### src/sv/abdr_pkg.sv
// Types and constants shared by the averaged boost duty regulator.
package abdr_pkg;

   // Field widths of the stream words.
   localparam int unsigned SAMPLE_W    = 10;
   localparam int unsigned SAMPLE_MAX  = 1023;
   localparam int unsigned DUTY_W      = 8;
   localparam int unsigned REQ_TDATA_W = 16;
   localparam int unsigned RSP_TDATA_W = 56;
   localparam int unsigned RSP_PAD_W   = 6;

   // Configuration port widths and register indexes.
   localparam int unsigned CSR_INDEX_W = 8;
   localparam int unsigned CSR_DATA_W  = 8;
   localparam logic [CSR_INDEX_W-1:0] CSR_DUTY_FLOOR   = 8'd0;
   localparam logic [CSR_INDEX_W-1:0] CSR_DUTY_CEILING = 8'd1;

   // Reset values of the duty limits.
   localparam logic [DUTY_W-1:0] DUTY_FLOOR_RESET   = 8'd0;
   localparam logic [DUTY_W-1:0] DUTY_CEILING_RESET = 8'd255;

   // Round-robin converter channels.
   typedef enum logic [1:0] {
      CH_VOUT     = 2'd0,
      CH_SETPOINT = 2'd1,
      CH_SUPPLY   = 2'd2,
      CH_CURRENT  = 2'd3
   } channel_type;

   // Duty limits handed from the register block to the duty stepper.
   typedef struct packed {
      logic [DUTY_W-1:0] duty_floor;
      logic [DUTY_W-1:0] duty_ceiling;
   } duty_limits_type;

   // Result word, last field in the lowest bits.
   typedef struct packed {
      logic [RSP_PAD_W-1:0] pad;
      channel_type          channel_served;
      logic [SAMPLE_W-1:0]  supply_level;
      logic [SAMPLE_W-1:0]  target_level;
      logic [SAMPLE_W-1:0]  current_average;
      logic [SAMPLE_W-1:0]  voltage_average;
      logic [DUTY_W-1:0]    duty_out;
   } rsp_word_type;

endpackage

### src/sv/averaged_boost_duty_regulator_top.sv
// Averaged boost duty regulator: top level with channel routing and result register.
//
// Each request word carries one 10-bit converter result in req_tdata[9:0].
// Words are routed round-robin to output voltage, setpoint, input voltage and
// current. Voltage and current samples are averaged over blocks of
// VOLTAGE_SAMPLES and CURRENT_SAMPLES, and after every word the duty steps by
// one toward the setpoint, held between the floor and ceiling registers.
// Every request word yields exactly one response word on rsp_, carrying the
// duty, both averages, the latest setpoint and supply samples and the channel.
// An accepted word is shown on rsp_ in the next cycle. Throughput is one word
// per cycle while rsp_tready stays high; the accumulate, reciprocal multiply
// and duty compare all sit in the single stage ahead of the result register.
// When the receiver stalls, the waiting response word holds and req_tready
// falls until it is taken; req_tready is high whenever the result register is
// empty or being emptied. The csr_ port writes the floor (index 0) and the
// ceiling (index 1) and is always ready; other indexes are ignored. Reset
// returns the channel to output voltage, clears all sums, averages and the
// duty, and sets the limits to 0 and 255.
module averaged_boost_duty_regulator_top #(
   parameter int unsigned VOLTAGE_SAMPLES = 16,
   parameter int unsigned CURRENT_SAMPLES = 16
) (
   input  logic                                clock,
   input  logic                                reset,
   // req_tdata: sample [9:0], zero pad [15:10].
   input  logic                                req_tvalid,
   output logic                                req_tready,
   input  logic [abdr_pkg::REQ_TDATA_W-1:0]    req_tdata,
   // rsp_tdata: duty_out [7:0], voltage_average [17:8], current_average [27:18],
   // target_level [37:28], supply_level [47:38], channel_served [49:48], pad [55:50].
   output logic                                rsp_tvalid,
   input  logic                                rsp_tready,
   output logic [abdr_pkg::RSP_TDATA_W-1:0]    rsp_tdata,
   input  logic                                csr_valid,
   output logic                                csr_ready,
   input  logic [abdr_pkg::CSR_INDEX_W-1:0]    csr_index,
   input  logic [abdr_pkg::CSR_DATA_W-1:0]     csr_data
);

   logic                          accept_c;
   logic [abdr_pkg::SAMPLE_W-1:0] sample_c;
   abdr_pkg::channel_type         channel_ff, channel_in;
   logic [abdr_pkg::SAMPLE_W-1:0] setpoint_ff, setpoint_in;
   logic [abdr_pkg::SAMPLE_W-1:0] supply_ff, supply_in;
   abdr_pkg::duty_limits_type     limits_ff, limits_in;
   logic [abdr_pkg::SAMPLE_W-1:0] vout_mean_c;
   logic [abdr_pkg::SAMPLE_W-1:0] current_avg_c;
   logic [abdr_pkg::DUTY_W-1:0]   duty_c;
   logic                          rsp_valid_ff, rsp_valid_in;
   abdr_pkg::rsp_word_type        rsp_word_ff, rsp_word_in;

   // Handshakes: a new word enters whenever the result register can take it.
   assign req_tready = !rsp_valid_ff || rsp_tready;
   assign accept_c   = req_tvalid && req_tready;
   assign sample_c   = req_tdata[abdr_pkg::SAMPLE_W-1:0];
   assign csr_ready  = 1'b1;

   // Limit registers.
   always_comb begin
      limits_in = limits_ff;
      if (csr_valid) begin
         case (csr_index)
            abdr_pkg::CSR_DUTY_FLOOR:   limits_in.duty_floor   = csr_data;
            abdr_pkg::CSR_DUTY_CEILING: limits_in.duty_ceiling = csr_data;
            default:                    limits_in = limits_ff;
         endcase
      end
   end

   // Channel rotation and the held setpoint and supply samples.
   always_comb begin
      channel_in  = channel_ff;
      setpoint_in = setpoint_ff;
      supply_in   = supply_ff;
      if (accept_c) begin
         channel_in = abdr_pkg::channel_type'(2'(channel_ff + 2'd1));
         if (channel_ff == abdr_pkg::CH_SETPOINT) begin
            setpoint_in = sample_c;
         end
         if (channel_ff == abdr_pkg::CH_SUPPLY) begin
            supply_in = sample_c;
         end
      end
   end

   abdr_averager #(
      .SAMPLES (VOLTAGE_SAMPLES)
   ) u_vout_mean (
      .clock     (clock),
      .reset     (reset),
      .sample_en (accept_c && (channel_ff == abdr_pkg::CH_VOUT)),
      .sample    (sample_c),
      .avg_next  (vout_mean_c)
   );

   abdr_averager #(
      .SAMPLES (CURRENT_SAMPLES)
   ) u_current_avg (
      .clock     (clock),
      .reset     (reset),
      .sample_en (accept_c && (channel_ff == abdr_pkg::CH_CURRENT)),
      .sample    (sample_c),
      .avg_next  (current_avg_c)
   );

   abdr_duty_step u_duty_step (
      .clock       (clock),
      .reset       (reset),
      .step_en     (accept_c),
      .vout_mean   (vout_mean_c),
      .setpoint    (setpoint_in),
      .limits      (limits_ff),
      .duty_next   (duty_c)
   );

   // Result register: loads on every accepted word, empties when taken.
   always_comb begin
      rsp_word_in  = rsp_word_ff;
      rsp_valid_in = rsp_valid_ff && !rsp_tready;
      if (accept_c) begin
         rsp_valid_in                = 1'b1;
         rsp_word_in.pad             = '0;
         rsp_word_in.channel_served  = channel_ff;
         rsp_word_in.supply_level    = supply_in;
         rsp_word_in.target_level    = setpoint_in;
         rsp_word_in.current_average = current_avg_c;
         rsp_word_in.voltage_average = vout_mean_c;
         rsp_word_in.duty_out        = duty_c;
      end
   end

   // Control and held state.
   always_ff @(posedge clock) begin
      if (reset) begin
         channel_ff             <= abdr_pkg::CH_VOUT;
         setpoint_ff            <= '0;
         supply_ff              <= '0;
         limits_ff.duty_floor   <= abdr_pkg::DUTY_FLOOR_RESET;
         limits_ff.duty_ceiling <= abdr_pkg::DUTY_CEILING_RESET;
         rsp_valid_ff           <= 1'b0;
      end else begin
         channel_ff   <= channel_in;
         setpoint_ff  <= setpoint_in;
         supply_ff    <= supply_in;
         limits_ff    <= limits_in;
         rsp_valid_ff <= rsp_valid_in;
      end
   end

   // Result payload needs no reset.
   always_ff @(posedge clock) begin
      rsp_word_ff <= rsp_word_in;
   end

   assign rsp_tvalid = rsp_valid_ff;
   assign rsp_tdata  = rsp_word_ff;

endmodule

### src/sv/abdr_averager.sv
// Block averager: sums samples and publishes sum divided by the block length.
module abdr_averager #(
   parameter int unsigned SAMPLES = 16
) (
   input  logic                          clock,
   input  logic                          reset,
   input  logic                          sample_en,
   input  logic [abdr_pkg::SAMPLE_W-1:0] sample,
   output logic [abdr_pkg::SAMPLE_W-1:0] avg_next
);

   localparam int unsigned ACC_W   = $clog2(SAMPLES * abdr_pkg::SAMPLE_MAX + 1);
   localparam int unsigned CNT_W   = (SAMPLES > 1) ? $clog2(SAMPLES) : 1;
   localparam int unsigned SHIFT   = ACC_W + $clog2(SAMPLES);
   localparam int unsigned RECIP_W = SHIFT + 1;
   localparam int unsigned PROD_W  = ACC_W + RECIP_W;
   // Rounded-up reciprocal; exact floor division for every sum below 2**ACC_W.
   localparam longint unsigned RECIP = ((64'd1 << SHIFT) + SAMPLES - 1) / SAMPLES;

   logic [ACC_W-1:0]              acc_ff, acc_in;
   logic [CNT_W-1:0]              cnt_ff, cnt_in;
   logic [abdr_pkg::SAMPLE_W-1:0] avg_ff, avg_in;
   logic [ACC_W-1:0]              sum_c;
   logic [PROD_W-1:0]             product_c;
   logic [abdr_pkg::SAMPLE_W-1:0] quotient_c;
   logic                          last_c;

   // Running sum including this sample, and its quotient by the block length.
   assign sum_c      = acc_ff + ACC_W'(sample);
   assign product_c  = PROD_W'(sum_c) * PROD_W'(RECIP_W'(RECIP));
   assign quotient_c = product_c[SHIFT +: abdr_pkg::SAMPLE_W];
   assign last_c     = (cnt_ff == CNT_W'(SAMPLES - 1));

   // The block closes on its last sample: publish and start afresh.
   always_comb begin
      acc_in = acc_ff;
      cnt_in = cnt_ff;
      avg_in = avg_ff;
      if (sample_en) begin
         if (last_c) begin
            acc_in = '0;
            cnt_in = '0;
            avg_in = quotient_c;
         end else begin
            acc_in = sum_c;
            cnt_in = cnt_ff + CNT_W'(1);
         end
      end
   end

   always_ff @(posedge clock) begin
      if (reset) begin
         acc_ff <= '0;
         cnt_ff <= '0;
         avg_ff <= '0;
      end else begin
         acc_ff <= acc_in;
         cnt_ff <= cnt_in;
         avg_ff <= avg_in;
      end
   end

   assign avg_next = avg_in;

endmodule

### src/sv/abdr_duty_step.sv
// Duty stepper: moves the duty by one toward the setpoint within the limits.
module abdr_duty_step (
   input  logic                          clock,
   input  logic                          reset,
   input  logic                          step_en,
   input  logic [abdr_pkg::SAMPLE_W-1:0] vout_mean,
   input  logic [abdr_pkg::SAMPLE_W-1:0] setpoint,
   input  abdr_pkg::duty_limits_type     limits,
   output logic [abdr_pkg::DUTY_W-1:0]   duty_next
);

   logic [abdr_pkg::DUTY_W-1:0] duty_ff, duty_in;

   // Step up when the output sags, down when it overshoots, hold when equal.
   always_comb begin
      duty_in = duty_ff;
      if (step_en) begin
         if (vout_mean < setpoint) begin
            if (duty_ff >= limits.duty_ceiling) begin
               duty_in = limits.duty_ceiling;
            end else begin
               duty_in = duty_ff + abdr_pkg::DUTY_W'(1);
            end
         end else if (vout_mean > setpoint) begin
            if (duty_ff <= limits.duty_floor) begin
               duty_in = limits.duty_floor;
            end else begin
               duty_in = duty_ff - abdr_pkg::DUTY_W'(1);
            end
         end
      end
   end

   always_ff @(posedge clock) begin
      if (reset) begin
         duty_ff <= '0;
      end else begin
         duty_ff <= duty_in;
      end
   end

   assign duty_next = duty_in;

endmodule

### config.mk
export PLATFORM = sky130hd
export DESIGN_NAME = averaged_boost_duty_regulator_top
export DESIGN_NICKNAME = d
export VERILOG_FILES = /design/src/sv/abdr_pkg.sv /design/src/sv/averaged_boost_duty_regulator_top.sv /design/src/sv/abdr_averager.sv /design/src/sv/abdr_duty_step.sv
export SDC_FILE = /design/constraint.sdc
export NUM_CORES = 1
export LEC_CHECK = 0
export BUFFER_PORTS_ARGS = -buffer_cell sky130_fd_sc_hd__buf_2
export CAP_MARGIN = 25
export CORE_MARGIN = 1.5
export CORE_UTILIZATION = 45
export CTS_CLUSTER_SIZE = 28
export DETAILED_ROUTE_END_ITERATION = 7
export PLACE_DENSITY = 0.71
export RECOVER_POWER = 25
export SLEW_MARGIN = 10
export SYNTH_ARGS = -nofsm -noshare
export SYNTH_HDL_FRONTEND = slang
export SYNTH_SLANG_ARGS = --single-unit
### constraint.sdc
create_clock -name clock -period 4.4 [get_ports clock]
set_clock_uncertainty 0.05 [all_clocks]
set_input_delay 0.22 -clock clock [delete_from_list [all_inputs] [get_ports clock]]
set_output_delay 0.22 -clock clock [all_outputs]
set_load 0.05 [all_outputs]
* Word level (Yosys, flattened, before mapping) *
Index checks and enable logic that the tools add are counted.

cells by class
  order comparisons = 4
  multiplexer cells = 18
  reduce and logical (&&, ||, !) cells = 11
  $add $sub $neg = 7
  equal/unequal tests = 6

operators with widths
  kind                   number
  $mux W10               8
  $mux W8                5
  $add A14 B10 Y14       2
  $mux W14               2
  $gt A10 B10 Y1         1
  $lt A10 B10 Y1         1
  $add A4 B1 Y4 const B  2
  $add A8 B1 Y8 const B  1
  $eq A4 B4 Y1 const B   2
  $eq A8 B1 Y1 const B   1
  $ge A8 B8 Y1           1
  $le A8 B8 Y1           1
  $logic_not A8 Y1       1
  $mux W4                2
  $sub A8 B1 Y8 const B  1
  $eq A2 B2 Y1 const B   2
  $logic_and A1 B1 Y1    4
  $reduce_and A2 Y1      2
  $add A2 B1 Y2 const B  1
  $eq A2 B1 Y1 const B   1
  $logic_not A1 Y1       2
  $logic_not A2 Y1       1
  $logic_or A1 B1 Y1     1
  $mux W1                1

storage, ports and cells
  input bits = 37
  flip-flop bits (word level) = 153
  word-level logic and storage cells = 65

* Logic depth before layout (Yosys ltp) *
  word-level depth = 9
  depth in mapped cells = 16
  mapped depth without buffers = 16

* Cells and area by module *
Synthesis repeated with hierarchy kept, for this count alone.

second synthesis, totals
  cells, all modules = 888
  area total of the unflattened synthesis = 8319.2 µm²

modules (own cells, without submodules)
  module                             times used  cells each  area each (µm²)  seq. area each (µm²)
  averaged_boost_duty_regulator_top  1           272         3402.0           2282.2
  abdr_averager at u_current_avg     1           205         1695.4           560.5
  abdr_averager at u_vout_mean       1           205         1690.4           560.5
  abdr_duty_step                     1           206         1531.5           160.2

* Least setup slack after synthesis *
No wires, ideal clock.

  path type = flip-flop to flip-flop
  from = register rsp_valid_ff (netlist: rsp_tvalid)
  to = register rsp_word_ff, in the netlist rsp_tdata[1] (data pin)
  cell stages (with the launch flop) = 14
  setup time = 260 ps
  data required time = 4090 ps
  slack = 24 ps
  arrival time = 4066 ps
  path through = dfxtp_1 > nand2b_1 > buf_2 > nand2_2 > inv_2 > nand2_1 > mux2i_1 > ha_1 > a211oi_1 > o2111ai_1 > a211oi_4 > a21oi_1 > a21oi_1 > nand2_1

between the ends
  word-level cells in the longest chain between the ends = 9
  elaborated cells on any way between the ends = 11

ends and longest elaborated chain
  item                     line                                      source
  from (decl)              averaged_boost_duty_regulator_top.sv:49   logic rsp_valid_ff, rsp_valid_in;
  from (signal assigned)   averaged_boost_duty_regulator_top.sv:146  rsp_valid_ff <= rsp_valid_in;
  $logic_not A1 Y1 (*)     averaged_boost_duty_regulator_top.sv:53   assign req_tready = !rsp_valid_ff || rsp_tready;
  $logic_or A1 B1 Y1 (*)   averaged_boost_duty_regulator_top.sv:53
  via req_tready           averaged_boost_duty_regulator_top.sv:27   output logic req_tready,
  $logic_and A1 B1 Y1 (*)  averaged_boost_duty_regulator_top.sv:54   assign accept_c = req_tvalid && req_tready;
  via accept_c             averaged_boost_duty_regulator_top.sv:40   logic accept_c;
  $logic_and A1 B1 Y1      averaged_boost_duty_regulator_top.sv:91   .sample_en (accept_c && (channel_ff == abdr_pkg::CH_VOUT)),
  $mux W10                 abdr_averager.sv:39                       if (sample_en) begin
  $gt A10 B10 Y1           abdr_duty_step.sv:24                      end else if (vout_mean > setpoint) begin
  $mux W8                  abdr_duty_step.sv:24
  $mux W8                  abdr_duty_step.sv:18                      if (vout_mean < setpoint) begin
  $mux W8 (*)              abdr_duty_step.sv:17                      if (step_en) begin
  via duty_c, one bit      averaged_boost_duty_regulator_top.sv:48   logic [abdr_pkg::DUTY_W-1:0] duty_c;
  to (signal assigned)     averaged_boost_duty_regulator_top.sv:152  rsp_word_ff <= rsp_word_in;
  to (decl)                averaged_boost_duty_regulator_top.sv:50   abdr_pkg::rsp_word_type rsp_word_ff, rsp_word_in;

Mark *: on every way through the listed nets, which the timed path passes. The rest lies on a longest branch.
A chain may end at the register's enable or synchronous reset.

* Worst setup path after layout *
  from = register u_vout_mean.acc_ff[0]
  to = register rsp_word_ff, in the netlist rsp_tdata[7] (data pin)

between the ends
  word-level cells in the longest chain between the ends = 7
  elaborated cells on any way between the ends = 8

ends and longest elaborated chain
  item                                line                                     source
  from (decl)                         abdr_averager.sv:20                      logic [ACC_W-1:0] acc_ff, acc_in;
  from (signal assigned)              abdr_averager.sv:57                      acc_ff <= acc_in;
  $add A14 B10 Y14 (*)                abdr_averager.sv:29                      assign sum_c = acc_ff + ACC_W'(sample);
  $mux W10 (*)                        abdr_averager.sv:40                      if (last_c) begin
  $mux W10 (*)                        abdr_averager.sv:39
  via u_duty_step.vout_mean, one bit  abdr_duty_step.sv:6                      input logic [abdr_pkg::SAMPLE_W-1:0] vout_mean,
  $gt A10 B10 Y1                      abdr_duty_step.sv:24
  $mux W8                             abdr_duty_step.sv:24
  $mux W8 (*)                         abdr_duty_step.sv:18
  $mux W8 (*)                         abdr_duty_step.sv:17
  via duty_c, one bit                 averaged_boost_duty_regulator_top.sv:48

Marked as above.

==> results.py <==
metrics = {
    "outcome": {
        "outcome": "complete, no violations",
    },
    "sta": {
        "finalSetupViolCount": 0,
        "maxSlewHeadroom_pct": 48.7,
        "worst_slew_pin_slew_ps": 769,
        "layout_min_cycle_time_ps": 4120,
        "slew_violations": 0,
        "setup_ws_ps": 278,
        "hold_viol": 0,
        "period_share_pct": 93.7,
        "max_freq_mhz": 243,
    },
    "yosys": {
        "ys_ff_latch": 153,
        "synth_top_cell_area_share_pct": 25.6,
        "synthTopCellsByCount": "103 x dfxtp_1, 77 x nor2_1, 71 x nand2_1",
        "synthArstFlopShare_pct": 0,
        "synth_largest_area_cell": "dfxtp_1",
        "syn_inst": 851,
        "synth.most_common_cell": "dfxtp_1",
        "ys.flop_type": "dfxtp_1",
        "ys_warn_count": 0,
        "synth_area_per_cell_sq_um": 9.47,
        "ys_seq_area_share_pct": 44.2,
        "synth.distinct_cells": 81,
        "synth_edf_count": 50,
        "ys_top_cells_by_area": "dfxtp_1 26%, edfxtp_1 19%, ha_1 8.4%, nor2_1 3.6%, a21oi_1 3.5%",
        "syn_area_sq_um": 8060,
    },
    "pwr": {
        "swShare_pct": 32.0,
        "power_switching_mw": 1.29,
        "p_per_area_nw_per_um2": 432,
        "p_leak_nw": 4.04,
        "clockPowerShare_pct": 37.6,
        "irDropWorstVdd_mv": 0.275,
        "power_mw": 4.03,
        "p_int_mw": 2.74,
        "combPwrFrac_pct": 22.4,
        "seqPwrFrac_pct": 40.0,
    },
    "global_routing": {
        "grt-ovfl-total": 0,
        "antenna_found_initial": 0,
        "grtUsageTotal_pct": 20.7,
        "grt_pass1_vias": 5988,
        "grt_max_degree": 74,
        "grt_pass1_wl_um": 30200,
    },
    "floorplan": {
        "start_util_pct": 46.3,
        "rows": 48,
        "ioPinCount": 96,
        "fp.dieArea_sq_um": 18700,
        "die_w_um": 137,
        "core-area_sq_um": 17400,
        "fp.dieH_um": 137,
    },
    "cts": {
        "cts-root-buf": "clkbuf_16",
        "clock_latency_ps": 430,
        "htreeDepth": 4,
        "cts_buffer_depth": 2,
        "cts.clk_slew.worst_paths_ps": 60,
        "cts_num_sinks": 153,
        "cts_tree": "done",
        "cts_made_buffers": 17,
    },
    "detailed_routing": {
        "dr_wl_met3_um": 950,
        "drc_errors": 0,
        "wire_per_inst_um": 15.5,
        "met2_length_um": 8480,
        "ant_nets": 0,
        "routed_via_density": 5.58,
        "highest_layer": "met4",
        "wirelength_um": 18200,
        "drt-initial-drc-count": 482,
        "num_vias": 6540,
        "routedLengthMet1_um": 8470,
        "dr.pass1.iters": 8,
    },
    "layout": {
        "nNetsFinal": 1026,
        "syn_to_final_growth_pct": 15.8,
        "postLayoutCellArea_sq_um": 9340,
        "drive_gt1_share_pct": 17.5,
        "antenna_cells": 0,
        "final_util_pct": 53.6,
    },
    "flow_run": {
        "maxCapViolCount": 0,
    },
    "setup_path": {
        "rrSetupSlack_ps": 280,
        "start_kind": "flop",
        "criticalPathCategory": "reg -> reg",
        "cp_max_fo": 5,
        "regToRegEndpoint": "rsp_tdata[7]",
        "reg2regPathDepth": 16,
        "crit_start": "u_vout_mean.acc_ff[0]",
        "r2r-start": "u_vout_mean.acc_ff[0]",
        "crit_arrival_ps": 4240,
        "critPathRequiredTime_ps": 4510,
        "cp-end-kind": "flop",
        "crit_end": "rsp_tdata[7]",
    },
    "placed_design": {
        "dpl_cell_area_sq_um": 8640,
        "post-place-ws_ps": 153,
        "gp_congestion": 0.925,
        "portBuffers": 82,
        "hpwl_um": 12800,
    },
    "hold_path": {
        "hp-class": "in -> reg",
    },
}
how the worst min path moves through the flow:
stage	from	to	slack [ps]	cells past startpoint
after floorplan	req_tvalid	rsp_tvalid	300	2
after global placement	u_vout_mean.acc_ff[0]	u_vout_mean.acc_ff[0]	390	2
after detailed placement	u_vout_mean.acc_ff[0]	u_vout_mean.acc_ff[0]	400	2
after CTS	csr_data[3]	limits_ff[11]	5	3
after global routing	csr_data[5]	limits_ff[13]	10	3
final	csr_data[3]	limits_ff[11]	8	3
routing by layer:
layer / vias to the layer above / track usage [%]
met2: 202 / 32.5
met3: 27 / 4.07
li1: 3229 / -
met4: 0 / 6.61
met1: 3082 / 28.6
met5: - / 0
power groups by stage:
stage / registers, mW / logic [mW] / clock network (mW)
3_5_place_dp: 1.65 / 0.878 / 0
4_1_cts: 1.62 / 0.887 / 1.54
3_3_place_gp: 1.64 / 0.870 / 0
2_1_floorplan: 1.75 / 0.579 / 0
6_report: 1.61 / 0.902 / 1.52
5_1_grt: 1.63 / 0.991 / 1.61
cell usage in the layout (no fill, tap or decap), types with 12 or more instances in the layout:
cell type / count
nand2_1: 71
edfxtp_1: 50
nor2b_1: 20
nor3_1: 20
mux2i_1: 21
nor2_1: 77
mux2_2: 14
buf_2: 81
xnor2_1: 14
buf_4: 15
inv_1: 51
clkbuf_16: 17
o21ai_0: 21
ha_1: 54
dfxtp_1: 103
or3_1: 12
a21oi_1: 55
o211ai_1: 13
nand3_1: 35
and3_1: 15
area by class of cell:
cell class	instances	area (sq um)
clock buffer	18	439
sequential	153	3560
fill	1598	8080
timing repair buffer	101	568
clock inverter	14	175
inverter	52	195
multi-input combinational	608	4110
tap	225	282
worst max-delay path, cell delays in order, from the launching register on:
cell and delay, ps:
dfxtp_1 330, ha_1 160, inv_1 50, fa_1 380
nor2b_2 160, o31a_1 280, o221ai_2 200, a21oi_2 230
nor3_1 90, a211oi_2 250, ha_1 290, nand4_1 220
a211oi_4 80, a2111o_1 430, a2111oi_1 370, a311o_1 230
a21oi_1 60
through the flow:
stage	TNS, ps	hold slack, ps	instances
after floorplan	0	299	856
after global placement	0	394	1133
after detailed placement	0	403	1133
after CTS	0	4.94	1170
after global routing	-2.92	11.7	1171
final	0	7.59	1171
logic make-up after synthesis:
kind of cell,Yosys count,synth area share (%)
AO/OA/AOI/OAI,191,16.4
XOR/XNOR,22,2.39
adder cells (fa/ha/maj),56,8.88
buffers and inverters,95,5.29
flip-flops,153,44.2
multiplexers,35,4.56
other,2,0.0932
AND/OR/NAND/NOR,297,18.1
what timing repair did:
item,in CTS,in global routing
resized for setup,0,7
endpoints found under the setup margin,0,15
setup buffers,0,1
hold buffers,5,0
hold endpoints to repair,5,0
sequential cells by signal, indices dropped and copies added (netlist names):
name and count:
u_duty_step.duty_ff 8, u_current_avg.cnt_ff 4, channel_ff 2, u_vout_mean.cnt_ff 4, setpoint_ff 10, rsp_tdata 50
supply_ff 10, limits_ff 16, u_vout_mean.avg_ff 10, u_vout_mean.acc_ff 14, rsp_tvalid 1, u_current_avg.acc_ff 14
u_current_avg.avg_ff 10
(Power assumes the default switching activity.)
